`src/rtl/assert_macros.svh`:
```
// Assertion macros used by the RTL controller lgs_ctrl.
`ifndef ASSERT_MACROS_SVH
`define ASSERT_MACROS_SVH

// Check a property on every rising edge once reset is released.
`define ASSERT_RST(lbl, clk, rst_n, prop) \
  lbl: assert property (@(posedge clk) disable iff (!rst_n) prop) \
    else $error("assertion failed");

// Check a property on every rising edge, reset included.
`define ASSERT_ALWAYS(lbl, clk, prop) \
  lbl: assert property (@(posedge clk) prop) else $error("assertion failed");

`endif

```
`src/rtl/lgs_pkg.sv`:
```
// Shared constants, codes and types of the life grid generation step block.
package lgs_pkg;

  localparam int MAX_COLUMNS = 64;
  localparam int MAX_ROWS    = 64;
  localparam int COL_W       = $clog2(MAX_COLUMNS);
  localparam int ROW_W       = $clog2(MAX_ROWS);
  localparam int CFG_W       = 7;
  localparam int CNT_W       = 4;

  localparam logic [1:0] MODE_WRITE   = 2'd0;
  localparam logic [1:0] MODE_READ    = 2'd1;
  localparam logic [1:0] MODE_ADVANCE = 2'd2;

  localparam logic REG_COLUMNS = 1'b0;
  localparam logic REG_ROWS    = 1'b1;

  localparam logic [CNT_W-1:0] BIRTH_COUNT = CNT_W'(3);
  localparam logic [CNT_W-1:0] STAY_COUNT  = CNT_W'(2);

  typedef enum logic [1:0] {
    ACC_NONE,
    ACC_CELL,
    ACC_GEN
  } acc_kind_e;

  typedef struct packed {
    acc_kind_e        kind;
    logic [ROW_W-1:0] row;
  } lgs_sts_t;

  typedef struct packed {
    logic             latch;
    logic             respond;
    logic             rd_en;
    logic [ROW_W-1:0] rd_addr;
    logic             cell_op;
    logic             gen_load;
    logic             gen_step;
    logic [ROW_W-1:0] row;
  } lgs_cmd_t;

endpackage

```
`src/rtl/lgs_ctrl.sv`:
```
// Controller: sequences cell accesses and the row walk of one generation.
`include "assert_macros.svh"

module lgs_ctrl (
  input  logic              clk_i,
  input  logic              rst_ni,
  input  logic              start,
  output logic              busy,
  input  lgs_pkg::lgs_sts_t sts_i,
  output lgs_pkg::lgs_cmd_t cmd_o
);

  localparam logic [1:0] S_IDLE     = 2'd0;
  localparam logic [1:0] S_CELL     = 2'd1;
  localparam logic [1:0] S_GEN_LOAD = 2'd2;
  localparam logic [1:0] S_GEN_ROW  = 2'd3;

  localparam logic [lgs_pkg::ROW_W-1:0] LastRow = lgs_pkg::ROW_W'(lgs_pkg::MAX_ROWS - 1);

  logic [1:0]                state_q, state_d;
  logic [lgs_pkg::ROW_W-1:0] cnt_q, cnt_d;

  always_comb begin
    cmd_o   = '0;
    state_d = state_q;
    cnt_d   = cnt_q;
    unique case (state_q)
      S_IDLE: begin
        if (start) begin
          cmd_o.latch = 1'b1;
          unique case (sts_i.kind)
            lgs_pkg::ACC_CELL: begin
              cmd_o.rd_en   = 1'b1;
              cmd_o.rd_addr = sts_i.row;
              state_d       = S_CELL;
            end
            lgs_pkg::ACC_GEN: begin
              cmd_o.rd_en   = 1'b1;
              cmd_o.rd_addr = '0;
              cnt_d         = '0;
              state_d       = S_GEN_LOAD;
            end
            default: begin
              cmd_o.respond = 1'b1;
            end
          endcase
        end
      end
      S_CELL: begin
        cmd_o.cell_op = 1'b1;
        cmd_o.respond = 1'b1;
        state_d       = S_IDLE;
      end
      S_GEN_LOAD: begin
        cmd_o.gen_load = 1'b1;
        cmd_o.rd_en    = 1'b1;
        cmd_o.rd_addr  = lgs_pkg::ROW_W'(1);
        state_d        = S_GEN_ROW;
      end
      S_GEN_ROW: begin
        cmd_o.gen_step = 1'b1;
        cmd_o.row      = cnt_q;
        cmd_o.rd_en    = 1'b1;
        cmd_o.rd_addr  = cnt_q + lgs_pkg::ROW_W'(2);
        if (cnt_q == LastRow) begin
          cmd_o.respond = 1'b1;
          state_d       = S_IDLE;
        end else begin
          cnt_d = cnt_q + lgs_pkg::ROW_W'(1);
        end
      end
      default: begin
        state_d = S_IDLE;
      end
    endcase
  end

  always_ff @(posedge clk_i or negedge rst_ni) begin
    if (!rst_ni) begin
      state_q <= S_IDLE;
      cnt_q   <= '0;
    end else begin
      state_q <= state_d;
      cnt_q   <= cnt_d;
    end
  end

  assign busy = state_q != S_IDLE;

  `ASSERT_RST(a_gen_respond_last, clk_i, rst_ni, (state_q == S_GEN_ROW && cmd_o.respond) |-> (cnt_q == LastRow))
  `ASSERT_RST(a_cell_one_cycle, clk_i, rst_ni, (state_q == S_CELL) |=> (state_q == S_IDLE))
  `ASSERT_RST(a_gen_starts_row0, clk_i, rst_ni, (state_q == S_GEN_LOAD) |=> (state_q == S_GEN_ROW && cnt_q == '0))
  `ASSERT_ALWAYS(a_no_write_in_idle, clk_i, (state_q == S_IDLE) |-> !(cmd_o.gen_step || cmd_o.cell_op))

endmodule

```
`config.mk`:
```
export PLATFORM = sky130hd
export DESIGN_NAME = lgs_ctrl
export DESIGN_NICKNAME = d
export VERILOG_FILES = /design/src/rtl/lgs_pkg.sv /design/src/rtl/lgs_ctrl.sv
export VERILOG_INCLUDE_DIRS = /design/src /design/src/rtl
export SDC_FILE = /design/constraint.sdc
export NUM_CORES = 1
export LEC_CHECK = 0
export BUFFER_PORTS_ARGS = -buffer_cell sky130_fd_sc_hd__buf_2
export CELL_PAD_IN_SITES_DETAIL_PLACEMENT = 0
export CELL_PAD_IN_SITES_GLOBAL_PLACEMENT = 2
export CORE_ASPECT_RATIO = 1.2
export CORE_MARGIN = 5
export CORE_UTILIZATION = 28
export DETAILED_ROUTE_END_ITERATION = 8
export PLACE_DENSITY = 0.84
export SYNTH_ARGS = -nofsm -noshare
export SYNTH_HDL_FRONTEND = slang
export SYNTH_SLANG_ARGS = --single-unit
```
`constraint.sdc`:
```
create_clock -name clk_i -period 3.78 [get_ports clk_i]
set_input_delay 1.134 -clock clk_i [delete_from_list [all_inputs] [get_ports clk_i]]
set_output_delay 1.134 -clock clk_i [all_outputs]
set_load 0.02 [all_outputs]
```
Word-level counts from Yosys, hierarchy flattened
Cells that the tools add are included.
{"block": "classes", "eq_ne": 11, "add_sub_neg": 2, "n_reduce_logical": 6, "mux": 18}
{"cell": "$pmux 7 s3", "count": 1}
{"cell": "$mux 6", "count": 3}
{"cell": "$pmux 7 s2", "count": 1}
{"cell": "$pmux 6 s2", "count": 1}
{"cell": "$mux 9", "count": 1}
{"cell": "$pmux 2 s4", "count": 1}
{"cell": "$mux 7", "count": 1}
{"cell": "$add 6x1->6 const B", "count": 1}
{"cell": "$add 6x2->6 const B", "count": 1}
{"cell": "$eq 2x2->1 const B", "count": 3}
{"cell": "$eq 6x6->1 const B", "count": 1}
{"cell": "$ne 2x2->1 const B", "count": 3}
{"cell": "$mux 1", "count": 5}
{"cell": "$eq 2x1->1 const B", "count": 2}
{"cell": "$mux 2", "count": 2}
{"cell": "$pmux 2 s2", "count": 1}
{"cell": "$reduce_and 4->1", "count": 1}
{"cell": "$reduce_bool 2->1", "count": 2}
{"cell": "$ne 3x1->1 const B", "count": 1}
{"cell": "$pmux 1 s3", "count": 1}
{"cell": "$reduce_and 3->1", "count": 1}
{"cell": "$logic_not 2->1", "count": 1}
{"cell": "$ne 2x1->1 const B", "count": 1}
{"cell": "$reduce_or 2->1", "count": 1}
{"block": "word_totals", "reg_bits": 8, "wordCells": 39, "output_inout_bits": 19}

Longest topological paths before layout
{"block": "depth", "word_depth": 5, "ltp_mapped": 5, "mapped_depth_nobuf": 5}

Worst setup path after synthesis
Ideal clock, no wire load.
{"block": "synth_path", "path_kind": "input to output", "start": "input port start", "end": "output port cmd_o[13] in the netlist's numbering", "stages": 3, "path_buffers": 0, "required_time_ns": 2.646, "arrival_time_ns": 2.157, "path_slack_ns": 0.489, "path_cell_list": "nor3b_1 > nand3_1 > o21ai_0"}
{"element": "start: declaration", "line": "lgs_ctrl.sv:7", "source": "input logic start,"}
{"element": "end: declaration", "line": "lgs_ctrl.sv:10", "source": "output lgs_pkg::lgs_cmd_t cmd_o"}

==> impl_metrics.toml <==
[grt]
grt_first_pass_wirelength_um = 3110
top_usage_layer = "met2"
grt_use_met3 = 0.0293
track_usage = 0.108
grt_antenna_before_repair = 0
grt_use_met2 = 0.178
grt_max_degree = 20
grt_use_met1 = 0.120
grt_overflow = 0
grt_pass1_vias = 700

[route]
vias_per_cell = 4.87
firstDrtPassIters = 4
drtAntennaViolNets = 0
routed-via-count = 697
drc = 0
drt_wl_total_um = 1880
drt_iter0_drc = 11
routedWlPerCell_um = 13.2

[timing]
hold_viol = 0
setup_tns_ns = 0
finalSetupViolations = 0
rsz0062_at_grt = "no"
hold_ws_ns = 0.581
finalCritPeriodShare = 0.869
worst_slack_ns = 0.494
maxSlewViolCount = 0
slew_headroom = 0.670
fin_crit_ns = 3.29
timing.fmax_ghz = 0.304
worst_pin_slew_ns = 0.495
skew_ns = 0.00202

[clocking]
cts_sinks = 8
clkTransAtPathRegs_ns = 0.06
clock_latency_ns = 0.25
clockBufferDepth = 2
cts_resized = 0
cts_setup_buffers = 0
cts_hold_buf = 0
cts_inserted_buffers = 3
cts_root_buffer = "clkbuf_4"
htreeDepth = 1
cts_tree = "yes"

[power]
power_mw = 0.657
swShare = 0.515
irDropWorstVdd_mv = 0.317
internal_power_mw = 0.319
combPwrFrac = 0.597
power_switching_mw = 0.339
clockPowerShare = 0.102
p_per_area_nw_per_um2 = 750
leakagePower_nw = 0.447
sequentialPowerShare = 0.301

[critical_path]
cp_max_fo = 5
path_buf_inv = 3
critPathMaxStageDelay_ns = 0.28
cp.required_ns = 2.65
cp.depth = 7
cp_slowest_cell = "and3b_1"
crit_family = "buffers and inverters"
critPathKind = "input port to primary output"
cp-end-kind = "primary output"
startpoint_type = "input port"
path_cells = "buf_2 > inv_1 > ha_1 > and3b_1 > a21oi_1 > a21oi_1 > buf_2"
r2r_cells = 4
arrival_ns = 2.15

[place]
hpwlAfterDp_um = 1450
routabilityCongestion = 0.760
placed_cell_area_um2 = 855
place_worst_setup_slack_ns = 0.482
port_buffers = 29

[final_layout]
nFillCells = 269
multi_input_area_um2 = 445
drive_above_1_share = 0.336
antennaDiodeCount = 0
layout-area-overhead-vs-synth_pct = 20.4
final_common_cell = "buf_2"
finalNetCount = 127
seq_area_um2 = 200
post-route-cell-area_um2 = 877
layout_common_cells = "buf_2 (29), nand2_1 (11), dfrtp_1 (8)"

[synthesis]
syn_area_um2 = 728
syn_avg_cell_area_um2 = 8.57
syn-num-nets = 100
ys_seq_area_frac = 0.275
synth.area.top_cells = "dfrtp_1 (27%), ha_1 (6.9%), nand2_1 (5.7%), xor2_1 (4.8%), buf_6 (4.6%)"
synthCells = 85
yosysUniqueCellTypes = 33
ys_ff_latch = 8
synth_top_area_frac = 0.275
synth_area_leader_cell = "dfrtp_1"
yosysWarnings = 0
synth_flop_cell = "dfrtp_1"
synth_edf_count = 0
async_reset_ff_frac = 1.00

[flow_run]
maxCapViolations = 0

[die]
coreArea_um2 = 2530
die_y_um = 65.9
dieWidth_um = 56.6
rows = 20
num_io_pins = 30
start_util = 0.288
dieArea_um2 = 3730

[status]
status = "complete, no violations"

[min_path]
hold_class = "register to register"
min_path_cells = 1
-- per-layer routing --
metal  routed length, µm  vias to the layer above
met2                 878                       24
li1                    -                      350
met1                 825                      319
met3                 132                        4
met4                  45                        0
met5                   0                        -
-- layout make-up --
cell class,count,area share
multi-input cells,64,0.508
clock buffers,3,0.0257
inverters,6,0.0257
repair buffers,29,0.165
flip-flops and latches,8,0.228
well taps,33,0.0471
-- kinds of logic after synthesis --
family	Yosys count	share of synthesized area
compound gates	19	0.179
xor+xnor	7	0.0842
fa+ha+maj	4	0.0687
buf+inv	13	0.113
flops	8	0.275
mux	2	0.0275
simple gates	32	0.253
-- final timing paths --
check | startpoint | slack (ns) | endpoint
max in group asynchronous | rst_ni | 2.89 | state_q[0]
max | sts_i[7] | 0.49 | cmd_o[9]
max reg2reg | state_q[1] | 2.06 | cnt_q[5]
min in group asynchronous | rst_ni | 0.71 | cnt_q[5]
min | cnt_q[0] | 0.58 | cnt_q[0]
min reg2reg | cnt_q[0] | 0.58 | cnt_q[0]
-- worst reg2reg max path, delay by kind of cell, from the launching register on --
| family | cells | cell delay (ns) |
|---|---|---|
| compound gates | 1 | 0.25 |
| buf+inv | 1 | 0.24 |
| flops | 1 | 0.65 |
| simple gates | 2 | 0.47 |
-- per-stage QoR --
step                      std cells  utilization
final                           143        0.347
after global placement          140        0.338
after floorplan                  85            -
after global routing            143        0.347
after detailed placement        140        0.338
after CTS                       143        0.347
-- state kept, by name, summed over array words and instances, names as in the netlist --
name and cells:
state_q 2, cnt_q 6
-- power by group through the flow --
stage,logic (mW),registers [mW],clock network (mW)
final,0.392,0.198,0.0672
after global routing,0.432,0.207,0.0717
after CTS,0.400,0.197,0.0670
after detailed placement,0.398,0.199,0
after global placement,0.395,0.199,0
after floorplan,0.353,0.149,0
-- synthesized netlist by cell type, types with 2 or more instances --
cell type	n
nand3_1	6
xor2_1	4
inv_1	6
and3_1	4
clkbuf_1	2
o2bb2ai_1	2
nand2_1	11
dfrtp_1	8
ha_1	4
mux2i_1	2
o22ai_1	4
o21ai_0	4
xnor2_1	3
buf_6	3
a21oi_1	4
(Power assumes the default switching activity.)
