--- src/rtl/assert_macros.svh ---
// Assertion macros used by the RTL controller lgs_ctrl.
`ifndef ASSERT_MACROS_SVH
`define ASSERT_MACROS_SVH

// Check a property on every rising edge once reset is released.
`define ASSERT_RST(lbl, clk, rst_n, prop) \
  lbl: assert property (@(posedge clk) disable iff (!rst_n) prop) \
    else $error("assertion failed");

// Check a property on every rising edge, reset included.
`define ASSERT_ALWAYS(lbl, clk, prop) \
  lbl: assert property (@(posedge clk) prop) else $error("assertion failed");

`endif

--- src/rtl/lgs_pkg.sv ---
// Shared constants, codes and types of the life grid generation step block.
package lgs_pkg;

  localparam int MAX_COLUMNS = 64;
  localparam int MAX_ROWS    = 64;
  localparam int COL_W       = $clog2(MAX_COLUMNS);
  localparam int ROW_W       = $clog2(MAX_ROWS);
  localparam int CFG_W       = 7;
  localparam int CNT_W       = 4;

  localparam logic [1:0] MODE_WRITE   = 2'd0;
  localparam logic [1:0] MODE_READ    = 2'd1;
  localparam logic [1:0] MODE_ADVANCE = 2'd2;

  localparam logic REG_COLUMNS = 1'b0;
  localparam logic REG_ROWS    = 1'b1;

  localparam logic [CNT_W-1:0] BIRTH_COUNT = CNT_W'(3);
  localparam logic [CNT_W-1:0] STAY_COUNT  = CNT_W'(2);

  typedef enum logic [1:0] {
    ACC_NONE,
    ACC_CELL,
    ACC_GEN
  } acc_kind_e;

  typedef struct packed {
    acc_kind_e        kind;
    logic [ROW_W-1:0] row;
  } lgs_sts_t;

  typedef struct packed {
    logic             latch;
    logic             respond;
    logic             rd_en;
    logic [ROW_W-1:0] rd_addr;
    logic             cell_op;
    logic             gen_load;
    logic             gen_step;
    logic [ROW_W-1:0] row;
  } lgs_cmd_t;

endpackage

--- src/rtl/lgs_dpath.sv ---
// Datapath: configuration registers, grid memory, saved rows and the B3/S23 row logic.
module lgs_dpath (
  input  logic                      clk_i,
  input  logic                      rst_ni,
  input  logic                      cfg_we_i,
  input  logic                      cfg_index_i,
  input  logic [lgs_pkg::CFG_W-1:0] cfg_data_i,
  input  logic [1:0]                mode_i,
  input  logic [lgs_pkg::COL_W-1:0] column_i,
  input  logic [lgs_pkg::ROW_W-1:0] row_i,
  input  logic                      cell_value_i,
  input  lgs_pkg::lgs_cmd_t         cmd_i,
  output lgs_pkg::lgs_sts_t         sts_o,
  output logic                      done_o,
  output logic                      cell_alive_o,
  output logic                      out_of_range_o
);

  logic [lgs_pkg::CFG_W-1:0]       cols_cfg_q, rows_cfg_q;
  logic [lgs_pkg::CFG_W-1:0]       cols_eff, rows_eff;
  logic [lgs_pkg::MAX_COLUMNS-1:0] col_mask;
  logic                            oor_in;

  logic [1:0]                      mode_q;
  logic [lgs_pkg::COL_W-1:0]       col_q;
  logic [lgs_pkg::ROW_W-1:0]       row_q;
  logic                            val_q;

  logic [lgs_pkg::MAX_COLUMNS-1:0] mem_q [lgs_pkg::MAX_ROWS];
  logic [lgs_pkg::MAX_ROWS-1:0]    row_vld_q;
  logic [lgs_pkg::MAX_COLUMNS-1:0] rd_data_q;
  logic                            rd_vld_q;
  logic [lgs_pkg::MAX_COLUMNS-1:0] rd_row;

  logic [lgs_pkg::MAX_COLUMNS-1:0] above_q, above_d, cur_q, cur_d;
  logic [lgs_pkg::MAX_COLUMNS-1:0] below, next_row, cell_row;
  logic [lgs_pkg::MAX_COLUMNS-1:0] a_l, a_r, c_l, c_r, b_l, b_r;
  logic                            row_live;

  logic                            wr_en;
  logic [lgs_pkg::ROW_W-1:0]       wr_addr;
  logic [lgs_pkg::MAX_COLUMNS-1:0] wr_data;

  logic                            done_q, alive_q, oor_q;

  always_ff @(posedge clk_i or negedge rst_ni) begin
    if (!rst_ni) begin
      cols_cfg_q <= lgs_pkg::CFG_W'(lgs_pkg::MAX_COLUMNS);
      rows_cfg_q <= lgs_pkg::CFG_W'(lgs_pkg::MAX_ROWS);
    end else if (cfg_we_i) begin
      if (cfg_index_i == lgs_pkg::REG_COLUMNS) begin
        cols_cfg_q <= cfg_data_i;
      end
      if (cfg_index_i == lgs_pkg::REG_ROWS) begin
        rows_cfg_q <= cfg_data_i;
      end
    end
  end

  always_comb begin
    if (cols_cfg_q == '0) begin
      cols_eff = lgs_pkg::CFG_W'(1);
    end else if (cols_cfg_q > lgs_pkg::CFG_W'(lgs_pkg::MAX_COLUMNS)) begin
      cols_eff = lgs_pkg::CFG_W'(lgs_pkg::MAX_COLUMNS);
    end else begin
      cols_eff = cols_cfg_q;
    end
    if (rows_cfg_q == '0) begin
      rows_eff = lgs_pkg::CFG_W'(1);
    end else if (rows_cfg_q > lgs_pkg::CFG_W'(lgs_pkg::MAX_ROWS)) begin
      rows_eff = lgs_pkg::CFG_W'(lgs_pkg::MAX_ROWS);
    end else begin
      rows_eff = rows_cfg_q;
    end
  end

  for (genvar c = 0; c < lgs_pkg::MAX_COLUMNS; c++) begin : g_mask
    assign col_mask[c] = lgs_pkg::CFG_W'(c) < cols_eff;
  end

  always_comb begin
    oor_in = 1'b0;
    if (mode_i == lgs_pkg::MODE_WRITE || mode_i == lgs_pkg::MODE_READ) begin
      oor_in = (lgs_pkg::CFG_W'(column_i) >= cols_eff) ||
               (lgs_pkg::CFG_W'(row_i) >= rows_eff);
    end
    sts_o.row = row_i;
    if (mode_i == lgs_pkg::MODE_ADVANCE) begin
      sts_o.kind = lgs_pkg::ACC_GEN;
    end else if ((mode_i == lgs_pkg::MODE_WRITE || mode_i == lgs_pkg::MODE_READ) && !oor_in) begin
      sts_o.kind = lgs_pkg::ACC_CELL;
    end else begin
      sts_o.kind = lgs_pkg::ACC_NONE;
    end
  end

  always_ff @(posedge clk_i) begin
    if (cmd_i.latch) begin
      mode_q <= mode_i;
      col_q  <= column_i;
      row_q  <= row_i;
      val_q  <= cell_value_i;
    end
  end

  always_ff @(posedge clk_i) begin
    if (wr_en) begin
      mem_q[wr_addr] <= wr_data;
    end
    if (cmd_i.rd_en) begin
      rd_data_q <= mem_q[cmd_i.rd_addr];
    end
  end

  always_ff @(posedge clk_i or negedge rst_ni) begin
    if (!rst_ni) begin
      row_vld_q <= '0;
      rd_vld_q  <= 1'b0;
    end else begin
      if (wr_en) begin
        row_vld_q[wr_addr] <= 1'b1;
      end
      if (cmd_i.rd_en) begin
        rd_vld_q <= row_vld_q[cmd_i.rd_addr];
      end
    end
  end

  assign rd_row = rd_vld_q ? rd_data_q : '0;

  always_comb begin
    cell_row        = rd_row;
    cell_row[col_q] = val_q;
  end

  assign row_live = lgs_pkg::CFG_W'(cmd_i.row) < rows_eff;
  assign below    = ((lgs_pkg::CFG_W'(cmd_i.row) + lgs_pkg::CFG_W'(1)) < rows_eff) ?
                    (rd_row & col_mask) : '0;

  assign a_l = above_q << 1;
  assign a_r = above_q >> 1;
  assign c_l = cur_q << 1;
  assign c_r = cur_q >> 1;
  assign b_l = below << 1;
  assign b_r = below >> 1;

  always_comb begin
    logic [lgs_pkg::CNT_W-1:0] n;
    for (int c = 0; c < lgs_pkg::MAX_COLUMNS; c++) begin
      n = lgs_pkg::CNT_W'(a_l[c]) + lgs_pkg::CNT_W'(above_q[c]) + lgs_pkg::CNT_W'(a_r[c]) +
          lgs_pkg::CNT_W'(c_l[c]) + lgs_pkg::CNT_W'(c_r[c]) +
          lgs_pkg::CNT_W'(b_l[c]) + lgs_pkg::CNT_W'(below[c]) + lgs_pkg::CNT_W'(b_r[c]);
      next_row[c] = row_live && col_mask[c] &&
                    ((n == lgs_pkg::BIRTH_COUNT) || (cur_q[c] && n == lgs_pkg::STAY_COUNT));
    end
  end

  always_comb begin
    above_d = above_q;
    cur_d   = cur_q;
    if (cmd_i.gen_load) begin
      above_d = '0;
      cur_d   = rd_row & col_mask;
    end else if (cmd_i.gen_step) begin
      above_d = cur_q;
      cur_d   = below;
    end
  end

  always_ff @(posedge clk_i) begin
    above_q <= above_d;
    cur_q   <= cur_d;
  end

  assign wr_en   = (cmd_i.cell_op && mode_q == lgs_pkg::MODE_WRITE) || cmd_i.gen_step;
  assign wr_addr = cmd_i.gen_step ? cmd_i.row : row_q;
  assign wr_data = cmd_i.gen_step ? next_row : cell_row;

  always_ff @(posedge clk_i or negedge rst_ni) begin
    if (!rst_ni) begin
      done_q <= 1'b0;
    end else begin
      done_q <= cmd_i.respond;
    end
  end

  always_ff @(posedge clk_i) begin
    alive_q <= cmd_i.cell_op && mode_q == lgs_pkg::MODE_READ && rd_row[col_q];
    oor_q   <= cmd_i.latch && oor_in;
  end

  assign done_o         = done_q;
  assign cell_alive_o   = alive_q & done_q;
  assign out_of_range_o = oor_q & done_q;

endmodule

--- config.mk ---
export PLATFORM = sky130hd
export DESIGN_NAME = lgs_dpath
export DESIGN_NICKNAME = d
export VERILOG_FILES = /design/src/rtl/assert_macros.svh /design/src/rtl/lgs_pkg.sv /design/src/rtl/lgs_dpath.sv
export SDC_FILE = /design/constraint.sdc
export NUM_CORES = 2
export LEC_CHECK = 0
export BUFFER_PORTS_ARGS = -buffer_cell sky130_fd_sc_hd__buf_2
export CORE_UTILIZATION = 40
export CTS_BUF_LIST = sky130_fd_sc_hd__clkbuf_16
export DETAILED_ROUTE_END_ITERATION = 8
export HOLD_SLACK_MARGIN = 0.08
export SETUP_SLACK_MARGIN = 0.05
export SLEW_MARGIN = 20
export SYNTH_ARGS = -nofsm -noshare
export SYNTH_HDL_FRONTEND = slang
export SYNTH_SLANG_ARGS = --single-unit
--- constraint.sdc ---
create_clock -name clk_i -period 10.6 [get_ports clk_i]
set_clock_uncertainty 0.2 [all_clocks]
set_input_delay 0.53 -clock clk_i [delete_from_list [all_inputs] [get_ports clk_i]]
set_output_delay 0.53 -clock clk_i [all_outputs]
set_load 0.02 [all_outputs]
---- After elaboration in Yosys (flattened, before gate mapping) ----
Memories as Yosys holds them, arrays and structs flattened. A register that Yosys moved wholly into a read port is not among the register bits.
Cells that the tools add are included.
word-level totals
  memories ................................ 1
  memory bits (writable) .................. 4,096
  output and inout port bits .............. 11
  input port bits ......................... 44
  flip-flop bits (word level) ............. 225
cells by class
  $add $sub $neg .......................... 442
  order comparisons ....................... 75
  reduce and logical (&&, ||, !) cells .... 274
  bitwise logic cells ..................... 5
  multiplexer cells ....................... 24
  equality and inequality tests ........... 131
memories
  name   words  bits a word  rd ports  clocked after memory_dff  wr ports  RTL line         RTL
  mem_q  64     64           1         1                         1         lgs_dpath.sv:29  logic [lgs_pkg::MAX_COLUMNS-1:0] mem_q [lgs_pkg::MAX_ROWS];
operators by type and width
  cell                                                         number
  adder 4 x 1 -> 4 bit                                         252
  == test 4 x 2 -> 1 bit (second input constant)               128
  two-way mux 64 bit                                           5
  adder 3 x 1 -> 4 bit                                         63
  less-than comparator 6 x 7 -> 1 bit (first input constant)   32
  logical AND 1 bit                                            199
  adder 2 x 1 -> 3 bit                                         63
  adder 1 x 1 -> 2 bit                                         63
  less-than comparator 5 x 7 -> 1 bit (first input constant)   16
  logical OR 1 bit                                             67
  bitwise AND 64 bit                                           1
  bitwise mux 64 bit                                           1
  bitwise OR 64 bit                                            1
  less-than comparator 4 x 7 -> 1 bit (first input constant)   8
  less-than comparator 3 x 7 -> 1 bit (first input constant)   4
  two-way mux 7 bit                                            4
  less-than comparator 6 x 7 -> 1 bit (second input constant)  3
  greater-or-equal comparator 6 x 7 -> 1 bit                   2
  > comparator 7 bit (second input constant)                   2
  zero test 7 bit                                              2
  less-than comparator 1 x 7 -> 1 bit (first input constant)   2
  less-than comparator 2 x 7 -> 1 bit (first input constant)   2
  binary-select mux 1 bit (select 6 bit)                       2
  demux 1 bit (select 6 bit)                                   2
  15 further kinds                                             27

---- Longest topological paths before layout ----
  word-level depth ........................ 14
  mapped depth ............................ 21
  depth with buffers taken out ............ 19

---- Worst setup path after synthesis ----
Ideal clock, no wire load.
  kind .................................... input port to flip-flop
  start ................................... input port cmd_i[2] (netlist name)
  end ..................................... memory mem_q[0][37] (netlist name) (data pin)
  path slack .............................. 1.971 ns
  stages .................................. 19
  data required time ...................... 9.671 ns
  path buffers ............................ 2
  arrival time ............................ 7.700 ns
  cells stage by stage .................... clkbuf_1 > nand3_1 > xnor2_1 > ha_1 > a21o_1 > a21o_1 > a21o_1 > a21o_1 > nor3_1 > clkbuf_1 > nand3_1 > fa_1 > fa_1 > inv_1 > ha_1 > fa_1 > o21ai_0 > o2111ai_1 > o32ai_1
on the way
  word-level cells in the longest chain between the ends .. 11
RTL lines
  what                               RTL line          RTL
  start: declaration                 lgs_dpath.sv:12   input lgs_pkg::lgs_cmd_t cmd_i,
  adder 6 x 1 -> 7 bit               lgs_dpath.sv:137  assign below = ((lgs_pkg::CFG_W'(cmd_i.row) + lgs_pkg::CFG_W'(1)) < rows_eff) ?
  less-than comparator 7 bit         lgs_dpath.sv:137
  two-way mux 64 bit                 lgs_dpath.sv:137
  adder 4 x 1 -> 4 bit               lgs_dpath.sv:151  lgs_pkg::CNT_W'(c_l[c]) + lgs_pkg::CNT_W'(c_r[c]) +
  adder 4 x 1 -> 4 bit (2 in a row)  lgs_dpath.sv:152  lgs_pkg::CNT_W'(b_l[c]) + lgs_pkg::CNT_W'(below[c]) + lgs_pkg::CNT_W'(b_r[c]);
  == test 4 x 2 -> 1 bit             lgs_dpath.sv:154  ((n == lgs_pkg::BIRTH_COUNT) || (cur_q[c] && n == lgs_pkg::STAY_COUNT));
  logical AND 1 bit                  lgs_dpath.sv:154
  logical OR 1 bit                   lgs_dpath.sv:154
  logical AND 1 bit *                lgs_dpath.sv:153  next_row[c] = row_live && col_mask[c] &&
  two-way mux 64 bit *               lgs_dpath.sv:177  assign wr_data = cmd_i.gen_step ? next_row : cell_row;
  net wr_data, one bit               lgs_dpath.sv:42   logic [lgs_pkg::MAX_COLUMNS-1:0] wr_data;
  end: declaration                   lgs_dpath.sv:29
Mark *: on every way through the listed nets, which the timed path passes. The rest lies on a longest branch.

---- Worst setup path in the final report ----
  start ................................... register rows_cfg_q[6] (netlist name)
  end ..................................... memory mem_q[21][31] (netlist name) (data pin)
on the way
  word-level cells in the longest chain between the ends .. 13
RTL lines
  what                               RTL line          RTL
  start: declaration                 lgs_dpath.sv:19   logic [lgs_pkg::CFG_W-1:0] cols_cfg_q, rows_cfg_q;
  start signal: assignment           lgs_dpath.sv:49   rows_cfg_q <= lgs_pkg::CFG_W'(lgs_pkg::MAX_ROWS);
  start signal: assignment           lgs_dpath.sv:55   rows_cfg_q <= cfg_data_i;
  > comparator 7 bit                 lgs_dpath.sv:70   end else if (rows_cfg_q > lgs_pkg::CFG_W'(lgs_pkg::MAX_ROWS)) begin
  two-way mux 7 bit                  lgs_dpath.sv:70
  two-way mux 7 bit *                lgs_dpath.sv:68   if (rows_cfg_q == '0) begin
  less-than comparator 7 bit         lgs_dpath.sv:137
  two-way mux 64 bit                 lgs_dpath.sv:137
  adder 4 x 1 -> 4 bit               lgs_dpath.sv:151
  adder 4 x 1 -> 4 bit (2 in a row)  lgs_dpath.sv:152
  == test 4 x 2 -> 1 bit             lgs_dpath.sv:154
  logical AND 1 bit                  lgs_dpath.sv:154
  logical OR 1 bit                   lgs_dpath.sv:154
  logical AND 1 bit *                lgs_dpath.sv:153
  two-way mux 64 bit *               lgs_dpath.sv:177
  net wr_data, one bit               lgs_dpath.sv:42
Marks and branches as above.

==> results <==
- In this run, distinct cell masters in the synthesized netlist total 67.
- The floorplan step defined a die boundary enclosing roughly 450,000 µm².
- The worst setup path is captured at a flop.
- By area, the combinational part of the netlist is dominated by multiplexers.
- The share of synthesized registers carrying an async set or reset is around 1.8%.
- The number of antenna violations at the first check in global routing is 24.
- The total power is ~40 mW.
- The slowest stage of the critical path belongs to the cell sky130_fd_sc_hd__nor2_1.
- Leaving out fill and tap cells, the most frequent cell in the layout is sky130_fd_sc_hd__edfxtp_1.
- The tightest slew margin relative to the limit is 14.4%.
- The transition time of the tightest slew-check pin is around 1.3 ns.
- The antenna violation net count after detailed routing is 0.
- The kind of critical path is flop to flop.
- In this run the static leakage power is 67.5 nW.
- The detailed-route DRC error count is 0.
- After synthesis, the share of cell area in mux cells is between 15 and 20%.
- The clock sink total is ~4,400.
- In this design, the stage delay of the slowest critical-path cell is 1.00 ns.
- Setup repair after global routing left no endpoint under its margin.
- The top cell family by delay on the critical path is adder cells.
- For this design the ratio of total power to cell area is 195 nW/µm².
- The total routing resource utilization after global routing is between 20% and 30%.
- The run finished with clean final reports.
- The maximum number of pins on one net before global-route repair is approximately 150.
- The initialized floorplan defines approximately 250 standard-cell rows.
- For the worst setup path, the data required time is between 10 and 15 ns.
- The synthesized design contains between 4,000 and 5,000 register bits.
- The iteration-0 DRC count of the detailed router is around 14,000.
- The first global-routing pass estimated 754,000 µm of wire.
- The worst path in the final design needs a cycle of about 7.6 ns, including I/O delays and setup.
- The complex-gate fraction of the synthesized area is between 2 and 2.5%.
- Counting the fill cells in the layout gives about 37,000.
- The number of CTS-inserted buffers is 433.
- The tree is rooted in a sky130_fd_sc_hd__clkbuf_16.
- Adding up every negative setup slack in the final design gives 0 ns.
- The clock-pin slew on the worst setup and hold paths is approximately 0.070 ns.
- When the netlist entered floorplanning its net count stood at roughly 9,000.
- Of all nets on the critical path, the largest fanout is 64.
- The number of global-route vias before repair is 93,056.
- The horizontal die dimension is 672 µm.
- At the end of routability-driven placement, the weighted congestion stood at 0.907.
- After Yosys synthesis, XOR and XNOR cells account for less than 1% of the synthesized area.
- The share of post-route cells with drive strength above 1 is approximately 27%.
- The maximum ir drop on the vdd rail is ~0.00014 V.
- For this run, the register share of the synthesized area comes to 72.8%.
- The path class of the tightest hold or removal check is input pin to flop.
- The wire-length estimate of the detail-placed layout is 285,000 µm.
- The final-report hold violation count is 0.
- CTS built an H-tree with a depth of 5.
- The post-synthesis share of cell area spent on full adders, half adders and majority gates is about 4.3%.
- Buffers added to address setup during post-CTS repair amount to 0.
- The wire length after detailed routing is around 550,000 µm.
- Summing the areas of all and, or, nand and nor instances in the mapped netlist gives under 10% of the synthesized area.
- The total core area is 446,000 µm².
- The maximum root-to-sink buffer count is 4.
- The via density per instance is between 6 and 7.
- Compared with the post-synthesis result, the final layout area differs by 13.7%.
- The critical path arrival is ~8 ns.
- The total overflow left after global routing is 0.
- The yosys synthesis warning count is 0.
- Yosys mapped a number of flops with a built-in enable equal to 4,239.
- Synthesis handed over a netlist of around 8,500 instances.
- The first TritonRoute pass finished after 7 iterations.
- The final count of pins violating max slew was 0.
- Once the floorplan was initialized, standard cells occupied between 40% and 50% of the core.
- The max-cap violation count is 0.
- The source-to-sink clock delay at the later pin of the worst-skew pair is roughly 1.0 ns.
- TritonCTS built the clock tree.
- The number of input and output port buffers inserted is between 50 and 60.
- By instance count, the cell type seen most on the critical path is sky130_fd_sc_hd__a21o_1.
- In the synthesized netlist the dominant register cell turns out to be sky130_fd_sc_hd__edfxtp_1.
- The critical path contains buffers and inverters numbering 4 combined.
- The synthesized area per cell is 21.2 µm².
- Traced cell by cell, the critical path runs through inv_1, nand2_1, ha_1, a21o_1, a21o_1, a21o_1, a21o_1, buf_4, nor2_1, nand4_1, fa_1, fa_1, inv_1, ha_1, fa_1, o21ai_0, o211ai_1, o32ai_4, buf_4.
- Based on the critical path, the design can be clocked at up to roughly 130 MHz.
- In this run the cell area of the synthesized design comes to ~180,000 µm².
- The number of I/O pins is 55.
- The average wire per standard cell is 36.0 µm.
- Cells fill a little under half of the core in the end.
- The final layout contains between 9,000 and 10,000 nets.
- The final setup violation count is 0.
- The overall via count from detail_route is slightly above 90,000.
- The worst path uses 71.4% of the clock period.
- In the layout the commonest cells are 4,239 x sky130_fd_sc_hd__edfxtp_1, 1,294 x sky130_fd_sc_hd__mux4_2, 435 x sky130_fd_sc_hd__clkbuf_16.
- The tightest hold path in the finished design has a slack of between 0.15 and 0.2 ns.
- The worst setup path is launched from a flop.
- The die boundary height is 672 µm.
[cells in the mapped netlist, types with 44 or more instances]
cell type / instances / area share (%)
sky130_fd_sc_hd__o22ai_1: 44 / 0.15
sky130_fd_sc_hd__nand3_1: 131 / 0.37
sky130_fd_sc_hd__inv_1: 336 / 0.70
sky130_fd_sc_hd__a22oi_1: 132 / 0.55
sky130_fd_sc_hd__a31oi_1: 70 / 0.24
sky130_fd_sc_hd__o21ai_0: 105 / 0.29
sky130_fd_sc_hd__dfxtp_1: 66 / 0.74
sky130_fd_sc_hd__nand2_1: 240 / 0.50
sky130_fd_sc_hd__a21oi_1: 153 / 0.43
sky130_fd_sc_hd__mux2i_1: 94 / 0.52
sky130_fd_sc_hd__clkbuf_1: 296 / 0.62
sky130_fd_sc_hd__mux4_2: 1294 / 16
sky130_fd_sc_hd__dfrtp_1: 78 / 1.1
sky130_fd_sc_hd__fa_1: 252 / 2.8
sky130_fd_sc_hd__ha_1: 212 / 1.5
sky130_fd_sc_hd__buf_2: 111 / 0.31
sky130_fd_sc_hd__nor2_1: 243 / 0.51
sky130_fd_sc_hd__edfxtp_1: 4239 / 71
sky130_fd_sc_hd__or2_2: 69 / 0.24
[report_power, final]
| part | leakage [nW] | internal [mW] | switching [mW] |
|---|---|---|---|
| Clock | 7.09 | 8.32 | 6.70 |
| Combinational | 19.7 | 1.49 | 2.92 |
| Sequential | 40.7 | 20.1 | 0.227 |
[worst paths after layout]
kind                                from            end  slack (ns)  cells past startpoint
hold reg to reg            row_vld_q[49]  row_vld_q[49]        0.26                      1
hold / removal               column_i[1]       col_q[1]        0.18                      2
min in group asynchronous         rst_ni  row_vld_q[11]        0.56                      4
setup / recovery           rows_cfg_q[6]  mem_q[21][31]        3.03                     19
setup reg to reg           rows_cfg_q[6]  mem_q[21][31]        3.03                     19
max in group asynchronous         rst_ni       rd_vld_q        8.89                      4
[area by class of cell]
cell class	count	area (µm²)	share of cell area [%]
multi-input cells	3309	47200	23.1
clock inverters	371	2870	1.41
well taps	5928	7420	3.64
flip-flops and latches	4385	131000	64.0
clock buffers	435	10900	5.34
inverters	336	1260	0.618
diodes	4	10.0	0.00491
repair buffers	404	3790	1.86
[flip-flops by register name, summed over array words and instances, names as in the netlist, 2 cells and up]
register    cells
cols_cfg_q      7
rows_cfg_q      7
rd_data_q      64
mem_q        4096
mode_q          2
col_q           6
cur_q          64
row_q           6
above_q        64
row_vld_q      64
[per-layer routing]
metal | vias up | share of wire [%] | global-route usage, %
met5 | - | 0.010 | 0
met4 | 8 | 3.7 | 7.74
met3 | 1023 | 9.8 | 4.68
li1 | 35840 | - | -
met1 | 51445 | 39 | 33.2
met2 | 5271 | 47 | 38.4
[cell families after synthesis]
logic type	count (synthesis)
compound gates	615
xor+xnor	5
fa+ha+maj	465
buf+inv	773
flops	4385
mux	1403
simple gates	821
[what timing repair did]
| item | CTS | global route |
|---|---|---|
| resized for setup | 0 | 0 |
| hold buffers | 46 | 0 |
| endpoints found under the hold margin | 182 | 0 |
[stage by stage]
step           std cells  instance area [µm²]  setup slack (ns)
2_1_floorplan       8467               179000              1.97
3_3_place_gp       14308               190000              3.08
3_5_place_dp       14314               190000              3.09
4_1_cts            15166               204000              3.24
5_1_grt            15170               204000              2.89
6_report           15172               204000              3.03
No activity file was read; power rests on OpenSTA's default activity.
